$ cat config.mk
export PLATFORM = sky130hd
export DESIGN_NAME = command_framer_crc16_flat
export DESIGN_NICKNAME = d
export VERILOG_FILES = /design/src/rtl/cfr_pkg.sv /design/src/rtl/cfr_stream_if.sv /design/src/rtl/command_framer_crc16.sv /design/src/rtl/cfr_front.sv /design/src/rtl/cfr_queue.sv /design/src/rtl/cfr_back.sv /design/src/flat_wrapper.sv
export SDC_FILE = /design/constraint.sdc
export NUM_CORES = 1
export LEC_CHECK = 0
export BUFFER_PORTS_ARGS = -buffer_cell sky130_fd_sc_hd__buf_2
export CAP_MARGIN = 20
export CORE_ASPECT_RATIO = 2
export CORE_MARGIN = 2
export CORE_UTILIZATION = 55
export DETAILED_ROUTE_END_ITERATION = 8
export PLACE_DENSITY = 0.77
export SLEW_MARGIN = 20
export SYNTH_ARGS = -nofsm -noshare
export SYNTH_HDL_FRONTEND = slang
export SYNTH_HIERARCHICAL = 1
export SYNTH_SLANG_ARGS = --single-unit
$ cat constraint.sdc
create_clock -name clk -period 3.72 [get_ports clk]
set_input_delay 0.372 -clock clk [delete_from_list [all_inputs] [get_ports clk]]
set_output_delay 0.372 -clock clk [all_outputs]
set_load 0.01 [all_outputs]
$ cat src/rtl/cfr_pkg.sv
// ----------------------------------------------------------------------------
// cfr_pkg
// Shared constants and types of the command framer: character codes, CRC
// polynomial, queue sizing, register map and the queue entry.
// ----------------------------------------------------------------------------
package cfr_pkg;

	localparam logic [7:0]  CHAR_SPACE = 8'h20;
	localparam logic [7:0]  CHAR_COLON = 8'h3A;
	localparam logic [7:0]  CHAR_CR    = 8'h0D;

	localparam logic [15:0] CRC_POLY   = 16'hA001;

	localparam int QUEUE_DEPTH = 4;
	localparam int QPTR_W      = $clog2(QUEUE_DEPTH);
	localparam int QCNT_W      = $clog2(QUEUE_DEPTH + 1);

	localparam int  PADDR_W     = 3;
	localparam int  PDATA_W     = 32;
	localparam logic REG_ADD_CRC = 1'b0;

	typedef struct packed {
		logic [7:0]  data;
		logic        last;
		logic        hex;
		logic [15:0] crc;
	} cfr_entry_t;

endpackage

$ cat src/rtl/cfr_stream_if.sv
// ----------------------------------------------------------------------------
// cfr_cmd_if / cfr_frame_if
// Valid/ready channels of the command framer: command bytes in, framed bytes
// out.
// ----------------------------------------------------------------------------
interface cfr_cmd_if;
	logic       valid;
	logic       ready;
	logic [7:0] cmd_byte;
	logic       cmd_last;

	modport source (output valid, output cmd_byte, output cmd_last, input ready);
	modport sink   (input valid, input cmd_byte, input cmd_last, output ready);
endinterface

interface cfr_frame_if;
	logic       valid;
	logic       ready;
	logic [7:0] out_byte;
	logic       out_last;

	modport source (output valid, output out_byte, output out_last, input ready);
	modport sink   (input valid, input out_byte, input out_last, output ready);
endinterface

$ cat src/rtl/command_framer_crc16.sv
// ----------------------------------------------------------------------------
// command_framer_crc16
// Frames command lines for a serial link with an optional CRC-16/ARC trailer
// in upper-case hex, followed by a carriage return.
//
//   channel  dir  handshake      payload
//   cmd      in   valid/ready    cmd_byte[7:0], cmd_last
//   frame    out  valid/ready    out_byte[7:0], out_last
//   apb      in   psel/penable   add_crc at address 0
//
// One command byte is taken per cycle while the 4-entry queue has room.
// The output register sends one byte per cycle while a byte is queued and
// frame.ready allows; a last byte is followed by the four hex CRC digits
// when add_crc is set, then by the CR. Accepted bytes reach it via the queue.
// arst_n clears the CRC, the queue and the output valid; add_crc resets to 1.
// A stalled frame channel fills the queue and then holds cmd.ready low.
// ----------------------------------------------------------------------------
module command_framer_crc16
	import cfr_pkg::*;
(
	input  logic               clk,
	input  logic               arst_n,
	input  logic               psel,
	input  logic               penable,
	input  logic               pwrite,
	input  logic [PADDR_W-1:0] paddr,
	input  logic [PDATA_W-1:0] pwdata,
	output logic [PDATA_W-1:0] prdata,
	output logic               pready,
	cfr_cmd_if.sink            cmd,
	cfr_frame_if.source        frame
);

	logic       add_crc_q;
	logic       reg_sel;
	logic       push_valid;
	logic       push_ready;
	cfr_entry_t push_data;
	logic       head_valid;
	cfr_entry_t head;
	logic       pop;

	assign pready  = 1'b1;
	assign reg_sel = (paddr[2] == REG_ADD_CRC);
	assign prdata  = reg_sel ? {{(PDATA_W-1){1'b0}}, add_crc_q} : '0;

	always_ff @(posedge clk or negedge arst_n) begin
		if (!arst_n) begin
			add_crc_q <= 1'b1;
		end else if (psel && penable && pwrite && reg_sel) begin
			add_crc_q <= pwdata[0];
		end
	end

	cfr_front u_front (
		.clk        (clk),
		.arst_n     (arst_n),
		.add_crc    (add_crc_q),
		.cmd        (cmd),
		.push_valid (push_valid),
		.push_ready (push_ready),
		.push_data  (push_data)
	);

	cfr_queue u_queue (
		.clk        (clk),
		.arst_n     (arst_n),
		.push_valid (push_valid),
		.push_ready (push_ready),
		.push_data  (push_data),
		.pop_valid  (head_valid),
		.pop        (pop),
		.pop_data   (head)
	);

	cfr_back u_back (
		.clk        (clk),
		.arst_n     (arst_n),
		.head_valid (head_valid),
		.head       (head),
		.pop        (pop),
		.frame      (frame)
	);

endmodule

$ cat src/rtl/cfr_front.sv
// ----------------------------------------------------------------------------
// cfr_front
// Accepts command bytes, substitutes colons for spaces when add_crc is set,
// runs the CRC-16/ARC and pushes one entry per byte, the last with the CRC.
// ----------------------------------------------------------------------------
module cfr_front
	import cfr_pkg::*;
(
	input  logic        clk,
	input  logic        arst_n,
	input  logic        add_crc,
	cfr_cmd_if.sink     cmd,
	output logic        push_valid,
	input  logic        push_ready,
	output cfr_entry_t  push_data
);

	function automatic logic [15:0] crc_step(input logic [15:0] crc, input logic [7:0] b);
		logic [15:0] c;
		c = crc ^ {8'h00, b};
		for (int k = 0; k < 8; k++) begin
			c = c[0] ? ((c >> 1) ^ CRC_POLY) : (c >> 1);
		end
		return c;
	endfunction

	logic [15:0] crc_acc_q;
	logic [7:0]  byte_sub;
	logic [15:0] crc_next;
	logic        accept;

	assign byte_sub = (add_crc && cmd.cmd_byte == CHAR_SPACE) ? CHAR_COLON : cmd.cmd_byte;
	assign crc_next = crc_step(crc_acc_q, byte_sub);
	assign accept   = cmd.valid && push_ready;

	assign cmd.ready      = push_ready;
	assign push_valid     = cmd.valid;
	assign push_data.data = byte_sub;
	assign push_data.last = cmd.cmd_last;
	assign push_data.hex  = add_crc;
	assign push_data.crc  = crc_next;

	always_ff @(posedge clk or negedge arst_n) begin
		if (!arst_n) begin
			crc_acc_q <= '0;
		end else if (accept) begin
			crc_acc_q <= cmd.cmd_last ? 16'h0000 : crc_next;
		end
	end

	// clear the CRC at the end of every frame
	a_crc_cleared: assert property (@(posedge clk) disable iff (!arst_n)
		(cmd.valid && cmd.ready && cmd.cmd_last) |=> (crc_acc_q == 16'h0000))
		else $error("crc not cleared after last byte");

endmodule

$ cat src/rtl/cfr_queue.sv
// ----------------------------------------------------------------------------
// cfr_queue
// Short queue of classified bytes between the front and the back.
// ----------------------------------------------------------------------------
module cfr_queue
	import cfr_pkg::*;
(
	input  logic        clk,
	input  logic        arst_n,
	input  logic        push_valid,
	output logic        push_ready,
	input  cfr_entry_t  push_data,
	output logic        pop_valid,
	input  logic        pop,
	output cfr_entry_t  pop_data
);

	cfr_entry_t          entry_q [QUEUE_DEPTH];
	logic [QPTR_W-1:0]   wr_ptr_q;
	logic [QPTR_W-1:0]   rd_ptr_q;
	logic [QCNT_W-1:0]   count_q;
	logic                do_push;
	logic                do_pop;

	assign push_ready = (count_q != QCNT_W'(QUEUE_DEPTH));
	assign pop_valid  = (count_q != '0);
	assign pop_data   = entry_q[rd_ptr_q];
	assign do_push    = push_valid && push_ready;
	assign do_pop     = pop && pop_valid;

	always_ff @(posedge clk or negedge arst_n) begin
		if (!arst_n) begin
			wr_ptr_q <= '0;
			rd_ptr_q <= '0;
			count_q  <= '0;
		end else begin
			if (do_push) wr_ptr_q <= wr_ptr_q + 1'b1;
			if (do_pop)  rd_ptr_q <= rd_ptr_q + 1'b1;
			if (do_push && !do_pop) count_q <= count_q + 1'b1;
			else if (!do_push && do_pop) count_q <= count_q - 1'b1;
		end
	end

	always_ff @(posedge clk) begin
		if (do_push) entry_q[wr_ptr_q] <= push_data;
	end

	a_count_bound: assert property (@(posedge clk) disable iff (!arst_n)
		count_q <= QCNT_W'(QUEUE_DEPTH))
		else $error("queue count overflow");

	a_no_pop_empty: assert property (@(posedge clk) disable iff (!arst_n)
		pop |-> pop_valid)
		else $error("pop from empty queue");

endmodule

$ cat src/rtl/cfr_back.sv
// ----------------------------------------------------------------------------
// cfr_back
// Emits each queued byte and, after the last byte of a command, the hex CRC
// when its hex flag is set and the carriage return, via a registered output.
// ----------------------------------------------------------------------------
module cfr_back
	import cfr_pkg::*;
(
	input  logic        clk,
	input  logic        arst_n,
	input  logic        head_valid,
	input  cfr_entry_t  head,
	output logic        pop,
	cfr_frame_if.source frame
);

	localparam logic [2:0] PH_BYTE = 3'd0;
	localparam logic [2:0] PH_HEX0 = 3'd1;
	localparam logic [2:0] PH_HEX1 = 3'd2;
	localparam logic [2:0] PH_HEX2 = 3'd3;
	localparam logic [2:0] PH_HEX3 = 3'd4;
	localparam logic [2:0] PH_CR   = 3'd5;

	function automatic logic [7:0] hex_char(input logic [3:0] n);
		return (n < 4'd10) ? (8'h30 + {4'h0, n}) : (8'h37 + {4'h0, n});
	endfunction

	logic [2:0] phase_q;
	logic [2:0] phase_next;
	logic       out_valid_q;
	logic [7:0] out_byte_q;
	logic       out_last_q;
	logic [7:0] sel_byte;
	logic       sel_last;
	logic       done;
	logic       advance;

	always_comb begin
		sel_byte   = CHAR_CR;
		sel_last   = 1'b0;
		phase_next = PH_BYTE;
		done       = 1'b0;
		unique case (phase_q)
			PH_BYTE: begin
				sel_byte = head.data;
				done     = !head.last;
				if (!head.last) phase_next = PH_BYTE;
				else if (head.hex) phase_next = PH_HEX0;
				else phase_next = PH_CR;
			end
			PH_HEX0: begin
				sel_byte   = hex_char(head.crc[15:12]);
				phase_next = PH_HEX1;
			end
			PH_HEX1: begin
				sel_byte   = hex_char(head.crc[11:8]);
				phase_next = PH_HEX2;
			end
			PH_HEX2: begin
				sel_byte   = hex_char(head.crc[7:4]);
				phase_next = PH_HEX3;
			end
			PH_HEX3: begin
				sel_byte   = hex_char(head.crc[3:0]);
				phase_next = PH_CR;
			end
			PH_CR: begin
				sel_byte   = CHAR_CR;
				sel_last   = 1'b1;
				phase_next = PH_BYTE;
				done       = 1'b1;
			end
			default: begin
				phase_next = PH_BYTE;
			end
		endcase
	end

	assign advance = head_valid && (!out_valid_q || frame.ready);
	assign pop     = advance && done;

	always_ff @(posedge clk or negedge arst_n) begin
		if (!arst_n) begin
			phase_q     <= PH_BYTE;
			out_valid_q <= 1'b0;
		end else begin
			if (advance) begin
				phase_q     <= phase_next;
				out_valid_q <= 1'b1;
			end else if (frame.ready) begin
				out_valid_q <= 1'b0;
			end
		end
	end

	always_ff @(posedge clk) begin
		if (advance) begin
			out_byte_q <= sel_byte;
			out_last_q <= sel_last;
		end
	end

	assign frame.valid    = out_valid_q;
	assign frame.out_byte = out_byte_q;
	assign frame.out_last = out_last_q;

	a_trailer_on_last: assert property (@(posedge clk) disable iff (!arst_n)
		(phase_q != PH_BYTE) |-> (head_valid && head.last))
		else $error("trailer phase without last byte at head");

	a_hex_enabled: assert property (@(posedge clk) disable iff (!arst_n)
		(phase_q == PH_HEX0 || phase_q == PH_HEX1 || phase_q == PH_HEX2 ||
		 phase_q == PH_HEX3) |-> head.hex)
		else $error("hex digits without crc enabled");

	a_last_is_cr: assert property (@(posedge clk) disable iff (!arst_n)
		(out_valid_q && out_last_q) |-> (out_byte_q == CHAR_CR))
		else $error("frame end is not a carriage return");

endmodule

$ cat src/flat_wrapper.sv
// flat-port wrapper written by rule: the top's interface ports become plain ports
module command_framer_crc16_flat import cfr_pkg::*;
  (clk, arst_n, psel, penable, pwrite, paddr, pwdata, prdata, pready, cmd_valid, cmd_cmd_byte, cmd_cmd_last, cmd_ready, frame_valid, frame_out_byte, frame_out_last, frame_ready);
  cfr_cmd_if cmd_i ();
  cfr_frame_if frame_i ();
  input  logic clk;
  input  logic arst_n;
  input  logic psel;
  input  logic penable;
  input  logic pwrite;
  input  logic [PADDR_W-1:0] paddr;
  input  logic [PDATA_W-1:0] pwdata;
  output logic [PDATA_W-1:0] prdata;
  output logic pready;
  input wire logic [$bits(cmd_i.valid)-1:0] cmd_valid;
  input wire logic [$bits(cmd_i.cmd_byte)-1:0] cmd_cmd_byte;
  input wire logic [$bits(cmd_i.cmd_last)-1:0] cmd_cmd_last;
  output wire logic [$bits(cmd_i.ready)-1:0] cmd_ready;
  output wire logic [$bits(frame_i.valid)-1:0] frame_valid;
  output wire logic [$bits(frame_i.out_byte)-1:0] frame_out_byte;
  output wire logic [$bits(frame_i.out_last)-1:0] frame_out_last;
  input wire logic [$bits(frame_i.ready)-1:0] frame_ready;
  assign cmd_i.valid = cmd_valid;
  assign cmd_i.cmd_byte = cmd_cmd_byte;
  assign cmd_i.cmd_last = cmd_cmd_last;
  assign cmd_ready = cmd_i.ready;
  assign frame_valid = frame_i.valid;
  assign frame_out_byte = frame_i.out_byte;
  assign frame_out_last = frame_i.out_last;
  assign frame_i.ready = frame_ready;
  command_framer_crc16 u_core (.clk(clk), .arst_n(arst_n), .psel(psel), .penable(penable), .pwrite(pwrite), .paddr(paddr), .pwdata(pwdata), .prdata(prdata), .pready(pready), .cmd(cmd_i), .frame(frame_i));
endmodule
==> reports/metrics.cfg <==
[worst_setup_path]
path_class=reg2reg
r2r-start=u_core/u_queue/rd_ptr_q[0]
cp_max_fo=27
worst_setup_path_start_kind=flop
reg2reg_slack_ns=0.75
crit_required_ns=3.97
timing.rr.end=u_core/u_back/frame.out_byte[1]
r2r_cells=7
slowest_stage=a2111oi_0
end_kind=flop
cp.arrival_ns=3.21
cp_slowest_stage_delay_ns=0.71
cp_cell_sequence=buf_4 -> mux4_2 -> inv_1 -> ha_1 -> a2111oi_0 -> a211oi_1 -> o22ai_1

[synth]
ys_top_cells_by_area=edfxtp_1 (51%), dfrtp_1 (10%), mux4_2 (6.1%), buf_4 (4.6%), mux4_1 (3.2%)
yosysTopAreaCellShare_pct=51.0
yosys.area_share.simple_pct=6.13
synth_top_cell_by_area=edfxtp_1
syn_inst=435
yosysSeqAreaShare_pct=61.6
synth-compound-area-share_pct=7.32
synth_adder_area_share_pct=1.99
synth_xor_xnor_area_share_pct=5.40
synthMuxAreaShare_pct=9.76
synth_area_um2=6650
synth_top_family_by_area=multiplexers
synth_ff_type=edfxtp_1
synth_edf_count=113
ys_types=61
ys_ff_latch=141
yosys_warnings=6
ys_async_sr_fraction_pct=19.9
avgSynthCellArea_um2=15.3

[power]
seqPwrFrac_pct=36.8
netSwitchingFraction_pct=34.0
pwr-share-comb_pct=38.3
ir_drop_v=0.000575
clockPowerShare_pct=24.9
power_per_cell_area_nw_per_um2=1020
power.leakage_uw=0.00279
netSwitchingPower_uw=2570
internal_power_uw=4980

[detailed_routing]
vias=3637
routed_wl_mm=13.1
drtPass1Iterations=4
drtIter0Drc=210
post_drt_wl_per_cell_um=21.1
ant_nets=0
drc=0
vias_per_cell=5.88

[finish]
diodes=0
area_growth_pct=10.8
drive_gt1_share_pct=22.2
fin_cells=619
final_nets=522

[die]
rows=56
die_w_um=81.8
die_area_um2=13000
start_util_pct=56.5
io_pins=95
fp.dieH_um=160
coreArea_um2=11800

[timing]
setup-tns-final_ns=0
fmax_mhz=337
skew_ns=0.0123
setup_violations=0
fin_crit_sh_pct=79.8
tightest_slew_ns=0.752
slew_headroom_pct=48.5
hold_viol=0
slew_violations=0
final.min_clock_period_ns=2.97
rsz0062_at_grt=false

[clocking]
cts_sinks=141
clkLatencyLatePin_ns=0.42
hold_buffers=0
cts_tree=yes
cts_setup_buffers=0
clock_path_buffers=2
htree_levels=4
cts_resized=0
root_buffer=clkbuf_16
cts_buffers=17
clk_pin_slew_ns=0.06

[status]
status=finished clean

[placement]
port_buffers=29
place_congestion=0.935
dp_cells=587
hpwl_mm=8.62

[global_routing]
grt_antenna_before_repair=0
grt_max_degree=29
grt-ovfl-total=0
grt_usage_pct=22.0
grt_pass1_wl_mm=20.5
grt_pass1_vias=3770

[run]
maxCapViolCount=0

[min_path]
hp-class=in2async

[worst max-delay path, delay by kind of cell, from the launching register on]
kind	cells	cell delay [ns]
muxes	1	0.65
buffers and inverters	2	0.54
adders and majority gates	1	0.23
DFF	1	0.36
AOI/OAI and AO/OA	3	1.00
[cells in the final DEF (no fill, tap or decap), drive strengths merged, types with 4 or more instances in the layout]
cell      n
buf      38
nor3      5
nand3     4
dfrtp    27
nor2     11
nor2b     7
ha        9
o21ai    12
a21oi    12
bufinv    5
clkbuf   20
edfxtp  113
nand2    20
a22o     10
inv      19
and2      5
mux4     26
a211oi    7
nand2b    8
conb     32
xnor2    24
or3       4
xor2      8
[flip-flops by register name, summed over array words and instances (netlist names)]
signal and flops:
u_core/add_crc_q 1, u_core/u_back/frame.out_byte 8, u_core/u_back/frame.out_last 1, u_core/u_back/frame.valid 1, u_core/u_back/phase_q 3, u_core/u_front/crc_acc_q 16
u_core/u_queue/count_q 3, u_core/u_queue/entry_q 104, u_core/u_queue/rd_ptr_q 2, u_core/u_queue/wr_ptr_q 2
[synth_stat cells (2+ instances only)]
library cell  instances
xor2_1                8
nor2b_1               7
buf_12                2
or4b_4                2
o21ai_0              10
edfxtp_1            113
clkbuf_1              7
o21bai_1              2
mux4_1                8
o31ai_1               2
a22oi_1               2
nand2_1              19
buf_6                 3
or2_2                 2
and4b_1               2
mux2_2                2
nor3_1                5
a22o_1                9
a21oi_1              12
dfrtp_1              27
o21ai_1               2
or3_1                 4
a2111oi_0             3
a211oi_1              7
xnor2_1              23
inv_1                14
and2_1                5
xnor3_2               3
nor2_1               11
buf_4                41
o211ai_1              3
a221oi_1              2
conb_1                2
nand2b_1              8
inv_2                 2
mux4_2               18
o21a_1                2
buf_2                 7
nand3_1               4
ha_1                  9
[metal layers]
metal / vias to the layer above / part of all wire [%] / track usage (%)
li1: 1618 / - / -
met5: - / 0 / 0
met4: 0 / 2.9 / 9.85
met1: 1847 / 34 / 24.5
met2: 146 / 58 / 38.8
met3: 26 / 4.8 / 4.71
[cells by family (layout without fill, tap and decap cells)]
family          after synthesis  count (layout)
compound gates               67              67
xor+xnor                     35              35
fa+ha+maj                    10              10
buf+inv                      77              86
flops                       141             141
mux                          29              29
other cells                   2              32
simple gates                 74              74
[cell type report]
class	instances	area, um^2
Tap cell	145	181
Inverter	16	60.1
Clock buffer	20	457
Sequential cell	141	4100
Fill cell	843	4400
Clock inverter	12	206
Timing Repair Buffer	38	213
Multi-Input combinational cell	247	2160
[how the worst max path moves through the flow]
stage                                    start                               to  slack (ns)  cells past startpoint
finish              u_core/u_queue/rd_ptr_q[0]  u_core/u_back/frame.out_byte[1]        0.75                      7
global route        u_core/u_queue/rd_ptr_q[0]  u_core/u_back/frame.out_byte[1]        0.65                      7
CTS                 u_core/u_queue/rd_ptr_q[0]        u_core/u_queue/count_q[1]        0.85                      9
detailed placement  u_core/u_queue/rd_ptr_q[0]        u_core/u_queue/count_q[1]        0.88                      9
global placement    u_core/u_queue/rd_ptr_q[0]  u_core/u_back/frame.out_byte[1]        0.97                      7
floorplan           u_core/u_queue/rd_ptr_q[0]        u_core/u_queue/count_q[1]        1.14                     10
[power groups by stage]
stage	sequential (uW)	combinational, uW	clock (uW)
2_1_floorplan	2720	2260	0
3_3_place_gp	2750	2740	0
3_5_place_dp	2790	2850	0
4_1_cts	2780	2890	1900
5_1_grt	2830	3130	1970
6_report	2780	2890	1880
[stage by stage]
stage          hold slack (ns)  total power, uW  setup WS (ns)  cell area (um^2)  util [%]
3_5_place_dp             0.468             5640          0.880              6710      57.0
4_1_cts                 0.0244             7570          0.848              7370      62.6
2_1_floorplan           0.0764             4980           1.14              6760         -
6_report                0.0186             7550          0.753              7370      62.6
5_1_grt                 0.0675             7930          0.647              7370      62.6
3_3_place_gp             0.456             5490          0.968              6710      57.0
No activity file was read; power rests on OpenSTA's default activity.
